===== src/rtl/bpd_pkg.sv =====
// Shared types, constants and codes of the bucket priority deque.
`default_nettype none

package bpd_pkg;

    localparam int LEVEL_DEPTH = 32;
    localparam int LEVEL_COUNT = 32;
    localparam int COORD_BITS  = 8;

    localparam int LEVEL_BITS = $clog2(LEVEL_COUNT);
    localparam int SLOT_BITS  = $clog2(LEVEL_DEPTH);
    localparam int FILL_BITS  = $clog2(LEVEL_DEPTH + 1);
    localparam int ADDR_BITS  = LEVEL_BITS + SLOT_BITS;
    localparam int STORE_WORDS = LEVEL_COUNT * LEVEL_DEPTH;

    localparam int FIFO_DEPTH = 2;
    localparam int FIFO_PTR_BITS = $clog2(FIFO_DEPTH);
    localparam int FIFO_CNT_BITS = $clog2(FIFO_DEPTH + 1);

    typedef logic [LEVEL_BITS-1:0] level_t;
    typedef logic [SLOT_BITS-1:0]  slot_t;
    typedef logic [FILL_BITS-1:0]  fill_t;
    typedef logic [ADDR_BITS-1:0]  addr_t;
    typedef logic [COORD_BITS-1:0] coord_t;

    typedef struct packed {
        coord_t y;
        coord_t x;
    } entry_t;

    typedef enum logic [1:0] {
        ACT_CLEAR    = 2'd0,
        ACT_PUSH     = 2'd1,
        ACT_POP_HEAD = 2'd2,
        ACT_POP_TAIL = 2'd3
    } action_t;

    typedef enum logic [2:0] {
        OP_CLEAR    = 3'd0,
        OP_PUSH     = 3'd1,
        OP_RANGE    = 3'd2,
        OP_POP_HEAD = 3'd3,
        OP_POP_TAIL = 3'd4
    } op_t;

    typedef enum logic [1:0] {
        ST_OK    = 2'd0,
        ST_RANGE = 2'd1,
        ST_FULL  = 2'd2,
        ST_EMPTY = 2'd3
    } status_t;

    typedef struct packed {
        op_t    op;
        level_t level;
        entry_t entry;
    } cmd_t;

endpackage

`default_nettype wire


===== src/rtl/bpd_front.sv =====
// Front part: takes a command, classifies it and hands it to the command queue.
`default_nettype none

module bpd_front (
    input  wire logic           clk,
    input  wire logic           rst_n,
    input  wire logic           start,
    input  wire logic [1:0]     action,
    input  wire logic [7:0]     priority_req,
    input  wire logic [7:0]     entry_x,
    input  wire logic [7:0]     entry_y,
    input  wire logic           fifo_full,
    output logic                busy,
    output logic                cmd_push,
    output bpd_pkg::cmd_t       cmd
);

    logic          front_valid_reg;
    logic          front_valid_next;
    bpd_pkg::cmd_t cmd_reg;
    bpd_pkg::cmd_t cmd_next;
    bpd_pkg::cmd_t cmd_class;
    logic          accept;

    assign accept   = start && !front_valid_reg;
    assign busy     = front_valid_reg;
    assign cmd_push = front_valid_reg && !fifo_full;
    assign cmd      = cmd_reg;

    always_comb
    begin
        cmd_class.level   = bpd_pkg::level_t'(priority_req);
        cmd_class.entry.x = bpd_pkg::coord_t'(entry_x);
        cmd_class.entry.y = bpd_pkg::coord_t'(entry_y);
        unique case (bpd_pkg::action_t'(action))
            bpd_pkg::ACT_CLEAR:
            begin
                cmd_class.op = bpd_pkg::OP_CLEAR;
            end
            bpd_pkg::ACT_PUSH:
            begin
                // Out-of-range priorities are settled here, before any level is touched.
                if (9'(priority_req) >= 9'(bpd_pkg::LEVEL_COUNT))
                begin
                    cmd_class.op = bpd_pkg::OP_RANGE;
                end
                else
                begin
                    cmd_class.op = bpd_pkg::OP_PUSH;
                end
            end
            bpd_pkg::ACT_POP_HEAD:
            begin
                cmd_class.op = bpd_pkg::OP_POP_HEAD;
            end
            default:
            begin
                cmd_class.op = bpd_pkg::OP_POP_TAIL;
            end
        endcase
    end

    always_comb
    begin
        front_valid_next = front_valid_reg;
        cmd_next         = cmd_reg;
        if (accept)
        begin
            front_valid_next = 1'b1;
            cmd_next         = cmd_class;
        end
        else if (cmd_push)
        begin
            front_valid_next = 1'b0;
        end
    end

    always_ff @(posedge clk or negedge rst_n)
    begin
        if (!rst_n)
        begin
            front_valid_reg <= 1'b0;
        end
        else
        begin
            front_valid_reg <= front_valid_next;
        end
    end

    always_ff @(posedge clk)
    begin
        cmd_reg <= cmd_next;
    end

endmodule

`default_nettype wire


===== config.mk =====
export PLATFORM = sky130hd
export DESIGN_NAME = bpd_front
export DESIGN_NICKNAME = d
export VERILOG_FILES = /design/src/rtl/bpd_pkg.sv /design/src/rtl/bpd_front.sv
export SDC_FILE = /design/constraint.sdc
export NUM_CORES = 1
export LEC_CHECK = 0
export ABC_AREA = 1
export BUFFER_PORTS_ARGS = -buffer_cell sky130_fd_sc_hd__buf_2
export CORE_ASPECT_RATIO = 0.75
export CORE_UTILIZATION = 42
export DETAILED_ROUTE_END_ITERATION = 8
export GPL_TIMING_DRIVEN = 0
export PLACE_DENSITY_LB_ADDON = 0.3
export SYNTH_ARGS = -nofsm -noshare
export SYNTH_HDL_FRONTEND = slang
export SYNTH_SLANG_ARGS = --single-unit

===== constraint.sdc =====
create_clock -name clk -period 3.2 [get_ports clk]
set_input_delay 0.64 -clock clk [delete_from_list [all_inputs] [get_ports clk]]
set_output_delay 0.64 -clock clk [all_outputs]
set_load 0.02 [all_outputs]

==> impl_metrics.yaml <==
cells_and_area:
  nets: 133
  fin_util_pct: 65.5
  drive_gt1_share_pct: 59.8
  fin_cells: 124
  largest_reg_flops: 24
  diodes: 0
  area_growth_pct: 42.5
global_routing:
  grt_util_met2_pct: 22.8
  grt_max_degree: 17
  grt_pass1_vias: 434
  gr-total-overflow: 0
  grt.busiest_layer: "met2"
  grt_antenna_before_repair: 0
  met3_usage_pct: 9.09
  gr-usage-met1_pct: 14.0
  grtUsageTotal_pct: 13.3
  grt_pass1_wl_um: 1840
clocking:
  cts_made_buffers: 3
  cts_buffer_depth: 2
  htreeDepth: 1
  cts.sinks: 25
  cts_setup_buffers: 0
  clkSlewWorstSetupHoldPaths_ps: 110
  cts_tree: "yes"
  clk_latency_ps: 300
  root_buffer: "clkbuf_4"
  cts_resized: 0
  hold_buffers: 0
detailed_routing:
  firstDrtPassIters: 3
  drc: 0
  detail_route.wl_per_cell_um: 10.3
  drtIter0Drc: 13
  drt_wl_total_um: 1280
  avgViaCountPerCell: 4.45
  antenna_left: 0
  num_vias: 552
synth:
  synth_area_um2: 815
  ys_types: 8
  synth_cells: 42
  synth_nets: 72
  ys_seq_area_share_pct: 91.6
  syn_avg_cell_area_um2: 19.4
  synth_seq_cells: 25
  ys_warn_count: 0
floorplan:
  die_width_um: 52.9
  pin_count: 56
  core_um2: 1770
  dieArea_um2: 2120
  start_util_pct: 45.9
  die-height_um: 40.1
  rows: 13
worst_setup_path:
  start_kind: "flip-flop"
  worstPathMaxFanout: 3
  r2r-end: "cmd[16]"
  cp.arrival_ps: 1060
  endpoint_kind: "output pin"
  crit_type: "reg2out"
  r2r_cells: 2
  crit_required_ps: 2560
  timing.rr.start: "busy"
  r2r_slack_ps: 1870
pwr:
  p_switching_uw: 141
  intPower_uw: 468
  powerDensity_nw_per_um2: 525
  seqPwrFrac_pct: 64.3
  p_clk_share_pct: 21.1
  swShare_pct: 23.2
  p_comb_share_pct: 14.6
  leakage_uw: 0.000532
  irDropWorstVdd_v: 0.000507
place:
  place.gp.congestion: 0.719
  place_ws_ps: 1530
  dp_hpwl_um: 1060
  io_buffers: 55
  dp.cells: 120
sta:
  hold_viol_final: 0
  setup_violations: 0
  fin_crit_sh_pct: 53.1
  fmax_ghz: 0.589
  tns_ps: 0
  worstMarginPinSlew_ps: 456
  rsz0062_at_grt: "no"
  relSlewSlack_pct: 69.6
  report.final.slew_viol_count: 0
  setup_ws_ps: 1500
  fin_skew_ps: 1.75
  post-route-min-period_ps: 1700
outcome:
  status: "finished, final reports clean"
min_path:
  min_path_type: "in2async"
flow_run:
  drv_cap: 0
-- power by group through the flow --
stage / logic [uW] / clock network, uW / registers (uW)
5_1_grt: 96.9 / 150 / 394
3_5_place_dp: 89.9 / 0 / 400
6_report: 88.8 / 129 / 392
3_3_place_gp: 83.8 / 0 / 400
4_1_cts: 89.9 / 134 / 392
2_1_floorplan: 16.6 / 0 / 429
-- stage by stage --
stage	area, um^2	hold WS [ps]	power, uW
3_3_place_gp	1120	415	484
4_1_cts	1160	75.9	616
6_report	1160	88.6	609
2_1_floorplan	815	344	445
3_5_place_dp	1130	418	489
5_1_grt	1160	46.9	641
-- worst max-delay path, cell delays in order, from the launching register on --
cell and delay [ps]:
dfrtp_1 400, inv_1 70, nor2_1 110, buf_2 180
-- logic make-up (layout without fill, tap and decap cells) --
kind of cell | count (synthesis) | after routing | synth area share, %
AO/OA/AOI/OAI | 1 | 1 | 0.614
flip-flops | 25 | 25 | 91.6
buffers and inverters | 5 | 65 | 2.30
AND/OR/NAND/NOR | 11 | 11 | 5.53
-- final cells by class --
class                      instances  area, um^2
inverter                           5        18.8
fill                             139         612
clock buffer                       4        26.3
multi-input combinational         12        52.6
timing repair buffer              56         290
tap                               22        27.5
sequential                        25         746
-- worst max-delay path by stage --
stage                           to   from  depth (start not counted)
after floorplan             cmd[0]  start                          2
after global placement     cmd[16]  start                          3
after detailed placement   cmd[17]  start                          4
after CTS                 cmd_push   busy                          3
after global routing      cmd_push   busy                          3
final                     cmd_push   busy                          3
-- metal layers --
| layer | share of wire (%) | vias up |
|---|---|---|
| li1 | - | 268 |
| met1 | 38 | 250 |
| met2 | 50 | 34 |
| met3 | 11 | 0 |
| met4 | 0 | 0 |
| met5 | 0 | - |
-- synth_stat cells --
library cell  count  area (um^2)
a21oi_1           1         5.00
nand2_1           6         22.5
nor2_1            3         11.3
nor2_2            1         6.26
dfrtp_1           1         25.0
edfxtp_1         24          721
nand3_1           1         5.00
inv_1             5         18.8
-- placed cells by master, fill, tap and decap left out --
| cell | synthesis | layout |
|---|---|---|
| buf_2 | 0 | 55 |
| dfrtp_1 | 1 | 1 |
| nor2_1 | 3 | 2 |
| nand3_1 | 1 | 1 |
| nand2_1 | 6 | 6 |
| inv_1 | 5 | 5 |
| clkbuf_1 | 0 | 1 |
| edfxtp_1 | 24 | 24 |
| a21oi_1 | 1 | 1 |
| nor2_2 | 1 | 2 |
| clkbuf_4 | 0 | 3 |
| buf_8 | 0 | 1 |
Power figures use the tool's default switching activity.
