**src/rtl/bpd_pkg.sv**
```systemverilog
// Shared types, constants and codes of the bucket priority deque.
`default_nettype none

package bpd_pkg;

    localparam int LEVEL_DEPTH = 32;
    localparam int LEVEL_COUNT = 32;
    localparam int COORD_BITS  = 8;

    localparam int LEVEL_BITS = $clog2(LEVEL_COUNT);
    localparam int SLOT_BITS  = $clog2(LEVEL_DEPTH);
    localparam int FILL_BITS  = $clog2(LEVEL_DEPTH + 1);
    localparam int ADDR_BITS  = LEVEL_BITS + SLOT_BITS;
    localparam int STORE_WORDS = LEVEL_COUNT * LEVEL_DEPTH;

    localparam int FIFO_DEPTH = 2;
    localparam int FIFO_PTR_BITS = $clog2(FIFO_DEPTH);
    localparam int FIFO_CNT_BITS = $clog2(FIFO_DEPTH + 1);

    typedef logic [LEVEL_BITS-1:0] level_t;
    typedef logic [SLOT_BITS-1:0]  slot_t;
    typedef logic [FILL_BITS-1:0]  fill_t;
    typedef logic [ADDR_BITS-1:0]  addr_t;
    typedef logic [COORD_BITS-1:0] coord_t;

    typedef struct packed {
        coord_t y;
        coord_t x;
    } entry_t;

    typedef enum logic [1:0] {
        ACT_CLEAR    = 2'd0,
        ACT_PUSH     = 2'd1,
        ACT_POP_HEAD = 2'd2,
        ACT_POP_TAIL = 2'd3
    } action_t;

    typedef enum logic [2:0] {
        OP_CLEAR    = 3'd0,
        OP_PUSH     = 3'd1,
        OP_RANGE    = 3'd2,
        OP_POP_HEAD = 3'd3,
        OP_POP_TAIL = 3'd4
    } op_t;

    typedef enum logic [1:0] {
        ST_OK    = 2'd0,
        ST_RANGE = 2'd1,
        ST_FULL  = 2'd2,
        ST_EMPTY = 2'd3
    } status_t;

    typedef struct packed {
        op_t    op;
        level_t level;
        entry_t entry;
    } cmd_t;

endpackage

`default_nettype wire

```
**src/rtl/bpd_cmd_fifo.sv**
```systemverilog
// Short command queue between the front and back parts.
`default_nettype none

module bpd_cmd_fifo (
    input  wire logic           clk,
    input  wire logic           rst_n,
    input  wire logic           push,
    input  wire bpd_pkg::cmd_t  push_cmd,
    input  wire logic           pop,
    output logic                full,
    output logic                head_valid,
    output bpd_pkg::cmd_t       head_cmd
);

    bpd_pkg::cmd_t                       slots_reg [bpd_pkg::FIFO_DEPTH];
    logic [bpd_pkg::FIFO_PTR_BITS-1:0]   wr_ptr_reg;
    logic [bpd_pkg::FIFO_PTR_BITS-1:0]   wr_ptr_next;
    logic [bpd_pkg::FIFO_PTR_BITS-1:0]   rd_ptr_reg;
    logic [bpd_pkg::FIFO_PTR_BITS-1:0]   rd_ptr_next;
    logic [bpd_pkg::FIFO_CNT_BITS-1:0]   count_reg;
    logic [bpd_pkg::FIFO_CNT_BITS-1:0]   count_next;
    logic                                do_push;
    logic                                do_pop;

    assign full       = (count_reg == bpd_pkg::FIFO_CNT_BITS'(bpd_pkg::FIFO_DEPTH));
    assign head_valid = (count_reg != '0);
    assign head_cmd   = slots_reg[rd_ptr_reg];
    assign do_push    = push && !full;
    assign do_pop     = pop && head_valid;

    always_comb
    begin
        wr_ptr_next = wr_ptr_reg;
        rd_ptr_next = rd_ptr_reg;
        count_next  = count_reg;
        if (do_push)
        begin
            wr_ptr_next = (wr_ptr_reg == bpd_pkg::FIFO_PTR_BITS'(bpd_pkg::FIFO_DEPTH - 1))
                          ? '0 : wr_ptr_reg + 1'b1;
        end
        if (do_pop)
        begin
            rd_ptr_next = (rd_ptr_reg == bpd_pkg::FIFO_PTR_BITS'(bpd_pkg::FIFO_DEPTH - 1))
                          ? '0 : rd_ptr_reg + 1'b1;
        end
        unique case ({do_push, do_pop})
            2'b10:   count_next = count_reg + 1'b1;
            2'b01:   count_next = count_reg - 1'b1;
            default: count_next = count_reg;
        endcase
    end

    always_ff @(posedge clk or negedge rst_n)
    begin
        if (!rst_n)
        begin
            wr_ptr_reg <= '0;
            rd_ptr_reg <= '0;
            count_reg  <= '0;
        end
        else
        begin
            wr_ptr_reg <= wr_ptr_next;
            rd_ptr_reg <= rd_ptr_next;
            count_reg  <= count_next;
        end
    end

    always_ff @(posedge clk)
    begin
        if (do_push)
        begin
            slots_reg[wr_ptr_reg] <= push_cmd;
        end
    end

endmodule

`default_nettype wire

```
**config.mk**
```make
export PLATFORM = sky130hd
export DESIGN_NAME = bpd_cmd_fifo
export DESIGN_NICKNAME = d
export VERILOG_FILES = /design/src/rtl/bpd_pkg.sv /design/src/rtl/bpd_cmd_fifo.sv
export SDC_FILE = /design/constraint.sdc
export NUM_CORES = 1
export LEC_CHECK = 0
export ABC_AREA = 1
export CAP_MARGIN = 30
export CORE_ASPECT_RATIO = 0.75
export CORE_MARGIN = 2
export CORE_UTILIZATION = 40
export CTS_CLUSTER_SIZE = 25
export DETAILED_ROUTE_END_ITERATION = 7
export DONT_BUFFER_PORTS = 1
export GPL_ROUTABILITY_DRIVEN = 0
export PLACE_DENSITY_LB_ADDON = 0.25
export SETUP_SLACK_MARGIN = 0.4
export SKIP_LAST_GASP = 1
export SYNTH_ARGS = -nofsm -noshare
export SYNTH_HDL_FRONTEND = slang
export SYNTH_SLANG_ARGS = --single-unit
export TNS_END_PERCENT = 5
```
**constraint.sdc**
```tcl
create_clock -name clk -period 5.2 [get_ports clk]
set_input_delay 1.56 -clock clk [delete_from_list [all_inputs] [get_ports clk]]
set_output_delay 1.56 -clock clk [all_outputs]
set_load 0.005 [all_outputs]
```
==> impl_results.md, run 1 <==
* Area post-placement at 2260 sq um
* # setup viols final at 0
* VDD IR-drop max at 0.221 mV
* Fmax at 0.292 GHz
* Commonest non-fill, non-tap cells in the layout: 48 x edfxtp_1, 40 x nand2_1, 22 x nand2_2
* Layout Cells excl Fill at 236
* Cell mode on critical path: nand2_1
* Final Max Tran Viols at 0
* Routed Antenna Nets at 0
* Worst-path cell chain: inv_8, nand2_1, nand2_1
* Sequential share of the synthesized area at 0.693
* Final core occ at 0.438
* Initial core utilization at 0.415
* Stages on worst setup path at 3
* CTS buffer count at 5
* Main synth FF type: edfxtp_1
* Nets at 189
* Pre-CTS setup slack at 2.09 ns
* Outcome: finished clean
* Crit path max fanout at 26
* Commonest non-fill, non-tap cell in the layout: edfxtp_1
* Psw at 0.462 mW
* Num rows at 23
* FF-to-FF path depth at 5
* Total negative slack at 0 ns
* Gr usage total at 0.117
* MaxCap Viol Count at 0
* CP Launch Type: flip-flop
* Worst path slowest cell: dfrtp_1
* Hold WS at 0.496 ns
* Total power draw at 1.25 mW
* WP data arrival at 1.87 ns
* Root Buffer: clkbuf_8
* Setup Buffers After CTS at 0
* Die area at 6180 sq um
* Reg2Reg Capture Point: slots_reg[0][5]
* Wire length of the first global-routing pass at 5340 um
* Final WL at 3440 um
* Latest clock arrival within the worst-skew pair at 0.29 ns
* CP delay by family, top: flip-flops
* Worst min-delay path class: flip-flop to flip-flop
* Final HPWL DP at 2440 um
* Synth Area per Inst at 14.2 sq um
* Placed cell count at 228
* CORE AREA at 5350 sq um
* Crit path capture: head_cmd[10]
* Initial drt markers at 34
* Pleak at 0.932 nW
* Vias at 1051
* Max reg flops at 48
* Worst Path Buf+Inv at 1
* Met2 Wirelength at 1660 um
* Syn nets at 186
* Resized Gates After CTS at 0
* H-Tree Level Count at 2
* First-pass DRT Iterations at 4
* RSZ-0062 raised after global routing: no
* Drt wl/cell at 14.6 um
* Number of diodes at 0
* Ports at 54
* IO Port Bufs at 0
* Die Ht at 68.6 um
* Bufs on Longest Clock Path at 2
* Final Worst Setup Slack at 1.77 ns
* Measured slew at the worst slew-check pin at 1.02 ns
* Crit path capture type: output port
* Critical path class: flip-flop to output port
* DRC at 0
* Ratio of final minimum period to clock period at 0.659
* Hold Fails Final Rpt at 0
* Gate power share at 0.307
* Largest net degree at the start of global routing at 27
* Met3 wire len at 307 um
* Synth warnings at 0
* Clock power frac at 0.167
* Seq pwr share at 0.526
* Max stage delay on crit path at 1.02 ns
* Yosys cell types at 18
* Switch share at 0.369
* CTS clk-pin slew, worst paths at 0.08 ns
* Final min period at 3.43 ns
* Initial antenna violation count at 0
* Share of layout cells above drive strength 1 at 0.342
* Top Metal Used: met4
* Gr ovfl total at 0
* Slew margin rel. at 0.320
* CP required at 3.64 ns
* Mapped Cells at 157
* RR Startpoint: count_reg[1]
* Number of global-route vias before repair at 1056
* Area growth, synth to finish at 5.46%
* DR vias/cell at 4.45
* Synth async-reset ratio at 0.0769
* Final clock skew at 0.00354 ns
* Fin area at 2340 sq um
* Post-Syn Area at 2220 sq um
* Pwr dens at 533 nW/um^2
* Flops & latches, synth at 52
* Clock Sinks at 52
* EDFF count, synth at 48
* CTS tree: built
* Die X at 90.1 um
* Int Pwr at 0.789 mW
* WL met1 at 1410 um
* FF-to-FF setup slack at 3.34 ns
* Worst Setup SP: rd_ptr_reg
* Hold buffer count at cts at 0
==> cell usage after synthesis (2+ instances only) <==
library cell   n  area share
nand2_2       22       0.062
inv_1          6       0.010
nand2_1       40       0.068
edfxtp_1      48        0.65
buf_4          2      0.0068
inv_2          2      0.0034
dfrtp_1        4       0.045
nand2_4       20        0.10
nand3_1        3      0.0068
buf_12         2       0.018
==> final cells by class <==
class	instances	area (sq um)
clock inverter	2	11.3
timing repair buffer	1	7.51
multi-input combinational	91	577
inverter	9	41.3
tap	75	93.8
sequential	52	1540
fill	499	3010
clock buffer	6	72.6
==> per-layer routing <==
metal | GRT usage | vias to the layer above
li1 | - | 520
met1 | 0.129 | 490
met2 | 0.195 | 34
met3 | 0.0587 | 7
met4 | 0.0519 | 0
met5 | 0 | -
==> power by group through the flow <==
stage	Sequential, mW	Combinational, mW	Clock [mW]
2_1_floorplan	0.626	0.397	0
3_3_place_gp	0.662	0.385	0
3_5_place_dp	0.668	0.396	0
4_1_cts	0.658	0.396	0.216
5_1_grt	0.669	0.436	0.230
6_report	0.658	0.384	0.209
==> worst register-to-register path, delay by kind of cell, from the launching register on <==
kind                   cells  cell delay (ns)
and+or+nand+nor            2             0.16
DFF                        1             0.39
buffers and inverters      3             0.93
==> cells by family after synthesis <==
kind of cell / synth area share
simple gates: 0.245
flops: 0.693
buf+inv: 0.0484
compound gates: 0.00394
xor+xnor: 0.00394
fa+ha+maj: 0.00563
==> worst min path at each step <==
stage	startpoint	cells past startpoint	end	slack, ns
global route	wr_ptr_reg	2	wr_ptr_reg	0.52
CTS	wr_ptr_reg	2	wr_ptr_reg	0.50
global placement	count_reg[1]	2	count_reg[1]	0.46
floorplan	count_reg[1]	2	count_reg[1]	0.44
detailed placement	wr_ptr_reg	2	wr_ptr_reg	0.47
finish	wr_ptr_reg	2	wr_ptr_reg	0.50
(Power assumes the default switching activity.)
==> run 2: changes to the inputs <==
Clock period 5.2 ns to 3.5 ns, I/O delays scaled along.
==> impl_results.md, run 2 (synthesis gave the netlist of run 1 again) <==
* Commonest non-fill, non-tap cells in the layout: 48 x edfxtp_1, 40 x nand2_1, 22 x nand2_2
* Ratio of final minimum period to clock period at 0.722
* First-pass DRT Iterations at 4 (unchanged)
* H-Tree Level Count at 2 (unchanged)
* WP data arrival at 1.48 ns (-0.39 ns)
* Measured slew at the worst slew-check pin at 0.993 ns (-0.0272 ns)
* Wire length of the first global-routing pass at 4980 um (-6.7%)
* Final Max Tran Viols at 0 (unchanged)
* Sequential cell area at 1540 sq um (unchanged)
* Resized Gates After CTS at 0 (unchanged)
* Vias at 1035 (-1.5%)
* Root Buffer: clkbuf_8
* Initial drt markers at 41 (+21%)
* Gr ovfl total at 0 (unchanged)
* Commonest non-fill, non-tap cell in the layout: edfxtp_1
* Max stage delay on crit path at 0.72 ns (-0.30 ns)
* Fmax at 0.395 GHz
* Share of layout cells above drive strength 1 at 0.350 (+0.00839)
* Pwr dens at 810 nW/um^2 (+52%)
* Initial antenna violation count at 0 (unchanged)
* Die Ht at 68.6 um (unchanged)
* Gr usage total at 0.111 (-0.00630)
* Outcome: finished clean
* Multi-input logic area at 577 sq um (unchanged)
* Routed Antenna Nets at 0 (unchanged)
* Final HPWL DP at 2380 um (-2.7%)
* Die area at 6180 sq um (unchanged)
* CTS buffer count at 5 (unchanged)
* Final clock skew at 0.00791 ns (+0.00437 ns)
* Initial core utilization at 0.415 (unchanged)
* CP Launch Type: flip-flop
* Critical path class: flip-flop to output port
* Die X at 90.1 um (unchanged)
* Number of global-route vias before repair at 1014 (-4.0%)
* Slew margin rel. at 0.337 (+0.0174)
* CP required at 2.45 ns (-1.19 ns)
* Bufs on Longest Clock Path at 2 (unchanged)
* Final min period at 2.53 ns
* MaxCap Viol Count at 0 (unchanged)
* Total negative slack at 0 ns (unchanged)
* DRC at 0 (unchanged)
* Crit path capture type: output port
* Pleak at 0.948 nW (+1.7%)
* CORE AREA at 5350 sq um (unchanged)
* Clock Sinks at 52 (unchanged)
* Num rows at 23 (unchanged)
* Total power draw at 1.92 mW (+53%)
* Latest clock arrival within the worst-skew pair at 0.29 ns (about the same)
* Nets at 190 (+0.53%)
* VDD IR-drop max at 0.485 mV (+120%)
* # setup viols final at 0 (unchanged)
* Max reg flops at 48 (unchanged)
* Hold buffer count at cts at 0 (unchanged)
* Number of diodes at 0 (unchanged)
* Worst path slowest cell: dfrtp_1
* Worst-path cell chain: inv_8, nand2_1, nand2_1
* Final WL at 3340 um (-3.0%)
* FF-to-FF path depth at 5 (unchanged)
* RSZ-0062 raised after global routing: no
* CTS clk-pin slew, worst paths at 0.07 ns (about the same)
* Largest net degree at the start of global routing at 26 (-3.7%)
* Setup Buffers After CTS at 0 (unchanged)
* IO Port Bufs at 0 (unchanged)
* Area growth, synth to finish at 6.47%
* Layout fillers at 493 (-1.2%)
* CTS tree: built
* Hold Fails Final Rpt at 0 (unchanged)
* Cell mode on critical path: nand2_1
* Crit path max fanout at 25 (-3.8%)
* Drt wl/cell at 14.2 um (-2.6%)
* Worst min-delay path class: input pin to asynchronous set/reset pin
* DR vias/cell at 4.40 (-1.1%)
* Ports at 54 (unchanged)
[run 2: final timing paths]
path                                   start               to  slack [ns]
worst max-delay path              rd_ptr_reg     head_cmd[11]        0.97
worst min-delay path                   rst_n       wr_ptr_reg        0.45
worst max register to register  count_reg[1]  slots_reg[0][2]        1.65
worst min register to register  count_reg[1]     count_reg[1]        0.49
max in group asynchronous              rst_n       rd_ptr_reg        2.98
min in group clk                count_reg[1]     count_reg[1]        0.49
[run 2: power by group]
group	total, mW	leakage [nW]	switching (mW)	internal (mW)
sequential	0.953	0.495	0.0966	0.856
combinational	0.594	0.404	0.411	0.183
clock	0.371	0.0501	0.166	0.205
[run 2: worst max-delay path: cells and delay by family, from the launching register on]
kind / cells / cell delay [ns]
flops: 1 / 0.72
buf+inv: 1 / 0.26
simple gates: 2 / 0.21
[run 2: through the flow]
step	cells	setup WS, ns	utilization	cell area (sq um)	hold slack, ns
floorplan	157	0.956	-	2220	0.442
global placement	229	1.24	0.424	2270	0.458
detailed placement	229	1.18	0.424	2270	0.475
CTS	235	0.914	0.442	2370	0.438
global route	235	0.785	0.442	2370	0.433
finish	235	0.972	0.442	2370	0.452
[run 2: area by class of cell]
| class | instances | share of cell area |
|---|---|---|
| Sequential cell | 52 | 0.651 |
| Multi-Input combinational cell | 91 | 0.244 |
| Tap cell | 75 | 0.0396 |
| Clock buffer | 5 | 0.0291 |
| Inverter | 9 | 0.0174 |
| Clock inverter | 1 | 0.0127 |
| Timing Repair Buffer | 2 | 0.00634 |
[run 2: per-layer routing]
| metal | vias to the layer above | GRT usage | part of all wire |
|---|---|---|---|
| met5 | - | 0 | 0 |
| met4 | 0 | 0.0462 | 0.011 |
| met3 | 4 | 0.0630 | 0.098 |
| met2 | 30 | 0.185 | 0.49 |
| met1 | 480 | 0.119 | 0.40 |
| li1 | 521 | - | - |
==> run 3: changes to the inputs <==
Clock period 3.5 ns to 2.5 ns, I/O delays scaled along.
==> impl_results.md, run 3 (synthesis gave the netlist of run 1 again) <==
* Measured slew at the worst slew-check pin at 0.547 ns (-0.447 ns)
* CTS buffer count at 5 (unchanged)
* Root Buffer: clkbuf_8
* # setup viols final at 0 (unchanged)
* Nets at 195 (+2.6%)
* Commonest non-fill, non-tap cells in the layout: 48 x edfxtp_1, 40 x nand2_1, 22 x nand2_2
* Layout Cells excl Fill at 242 (+3.0%)
* First-pass DRT Iterations at 4 (unchanged)
* Area post-placement at 2300 sq um (+1.2%)
* Final Max Tran Viols at 0 (unchanged)
* Critical path class: flip-flop to output port
* Vias at 1107 (+7.0%)
* Max reg flops at 48 (unchanged)
* Ratio of final minimum period to clock period at 0.790
* Share of layout cells above drive strength 1 at 0.371 (+0.0213)
* DRC at 0 (unchanged)
* VDD IR-drop max at 0.470 mV (-3.1%)
* Worst Path Buf+Inv at 1 (unchanged)
* Final WL at 3780 um (+13%)
* Commonest non-fill, non-tap cell in the layout: edfxtp_1
* Outcome: finished clean
* Final clock skew at 0.0104 ns (+0.00248 ns)
* Fmax at 0.506 GHz
* Worst min-delay path class: input pin to asynchronous set/reset pin
* Number of global-route vias before repair at 1174 (+16%)
* Total power draw at 2.72 mW (+42%)
* H-Tree Level Count at 2 (unchanged)
* Drt wl/cell at 15.6 um (+10%)
* Clock Sinks at 52 (unchanged)
* CP required at 1.75 ns (-0.70 ns)
* CP Launch Type: flip-flop
* Crit path capture type: output port
* Worst path slowest cell: dfrtp_4
* Placed cell count at 231 (+0.87%)
* Die area at 6180 sq um (unchanged)
* Pleak at 0.968 nW (+2.1%)
* Gr ovfl total at 0 (unchanged)
* Initial core utilization at 0.415 (unchanged)
* MaxCap Viol Count at 0 (unchanged)
* Area growth, synth to finish at 8.38%
* Bufs on Longest Clock Path at 2 (unchanged)
* Number of diodes at 0 (unchanged)
* Worst-path cell chain: inv_6, nand2_4, nand2_2
* Latest clock arrival within the worst-skew pair at 0.30 ns (about the same)
* Routed Antenna Nets at 0 (unchanged)
* WP data arrival at 1.23 ns (-0.25 ns)
* Pwr dens at 1130 nW/um^2 (+39%)
* Final HPWL DP at 2610 um (+9.8%)
* Max stage delay on crit path at 0.56 ns (-0.16 ns)
* IO Port Bufs at 0 (unchanged)
* Fin area at 2410 sq um (+1.8%)
* Total negative slack at 0 ns (unchanged)
* Ports at 54 (unchanged)
* Die X at 90.1 um (unchanged)
* CTS clk-pin slew, worst paths at 0.08 ns (about the same)
* Initial drt markers at 58 (+41%)
* Wire length of the first global-routing pass at 5660 um (+14%)
* Die Ht at 68.6 um (unchanged)
* CORE AREA at 5350 sq um (unchanged)
* Hold Fails Final Rpt at 0 (unchanged)
* Largest net degree at the start of global routing at 26 (unchanged)
* Num rows at 23 (unchanged)
* Initial antenna violation count at 0 (unchanged)
* Final min period at 1.98 ns
* CTS tree: built
* Layout fillers at 479 (-2.8%)
* Slew margin rel. at 0.635 (+0.298)
* DR vias/cell at 4.57 (+3.9%)
* Crit path max fanout at 12 (-52%)
* RSZ-0062 raised after global routing: no
* Gr usage total at 0.124 (+0.0132)
* CP delay by family, top: flip-flops
[run 3: stage by stage]
step,hold slack [ns],worst slack (ns),util
after floorplan,0.442,0.652,-
after global placement,0.453,0.684,0.429
after detailed placement,0.455,0.623,0.429
after CTS,0.128,0.400,0.444
after global routing,0.116,0.442,0.450
final,0.140,0.524,0.450
[run 3: worst register-to-register path, cell delays in order (launching register included)]
cell and delay (ns):
dfrtp_1 0.38, inv_1 0.16, nor2_2 0.08, inv_2 0.05, nand3_1 0.08, inv_1 0.42, buf_12 0.22
[run 3: timing repair]
action	in CTS	in global routing
setup buffers	0	2
hold endpoints to repair	0	0
hold buffers	0	0
setup endpoints to repair	24	17
cloned	0	1
gates resized for setup	1	2
[run 3: area by class of cell]
class                           count  area (sq um)  share of cell area
Multi-Input combinational cell     91           577               0.239
Timing Repair inverter              1          8.76             0.00363
Tap cell                           75          93.8              0.0389
Inverter                            9          46.3              0.0192
Sequential cell                    52          1550               0.641
Clock inverter                      1          5.00             0.00208
Clock buffer                        7          76.3              0.0317
Timing Repair Buffer                6          57.6              0.0239
[run 3: power breakdown]
group          internal [mW]  switching, mW
Combinational          0.310          0.634
Clock                  0.197          0.249
Sequential              1.20          0.128
Total                   1.71           1.01
[run 3: path summary, 6_finish.rpt]
check                                  start          endpoint  slack [ns]  cells past startpoint
worst min-delay path                   rst_n        rd_ptr_reg        0.14                      0
worst min register to register  count_reg[1]      count_reg[1]        0.48                      2
min in group clk                count_reg[1]      count_reg[1]        0.48                      2
worst max register to register  count_reg[1]  slots_reg[0][18]        0.82                      6
max in group asynchronous              rst_n        rd_ptr_reg        2.28                      0
worst max-delay path              rd_ptr_reg       head_cmd[1]        0.52                      3
[run 3: per-layer routing]
metal,global-route usage,share of wire,vias to the layer above
li1,-,-,533
met1,0.134,0.40,529
met2,0.209,0.50,38
met3,0.0609,0.089,7
met4,0.0615,0.017,0
met5,0,0,-
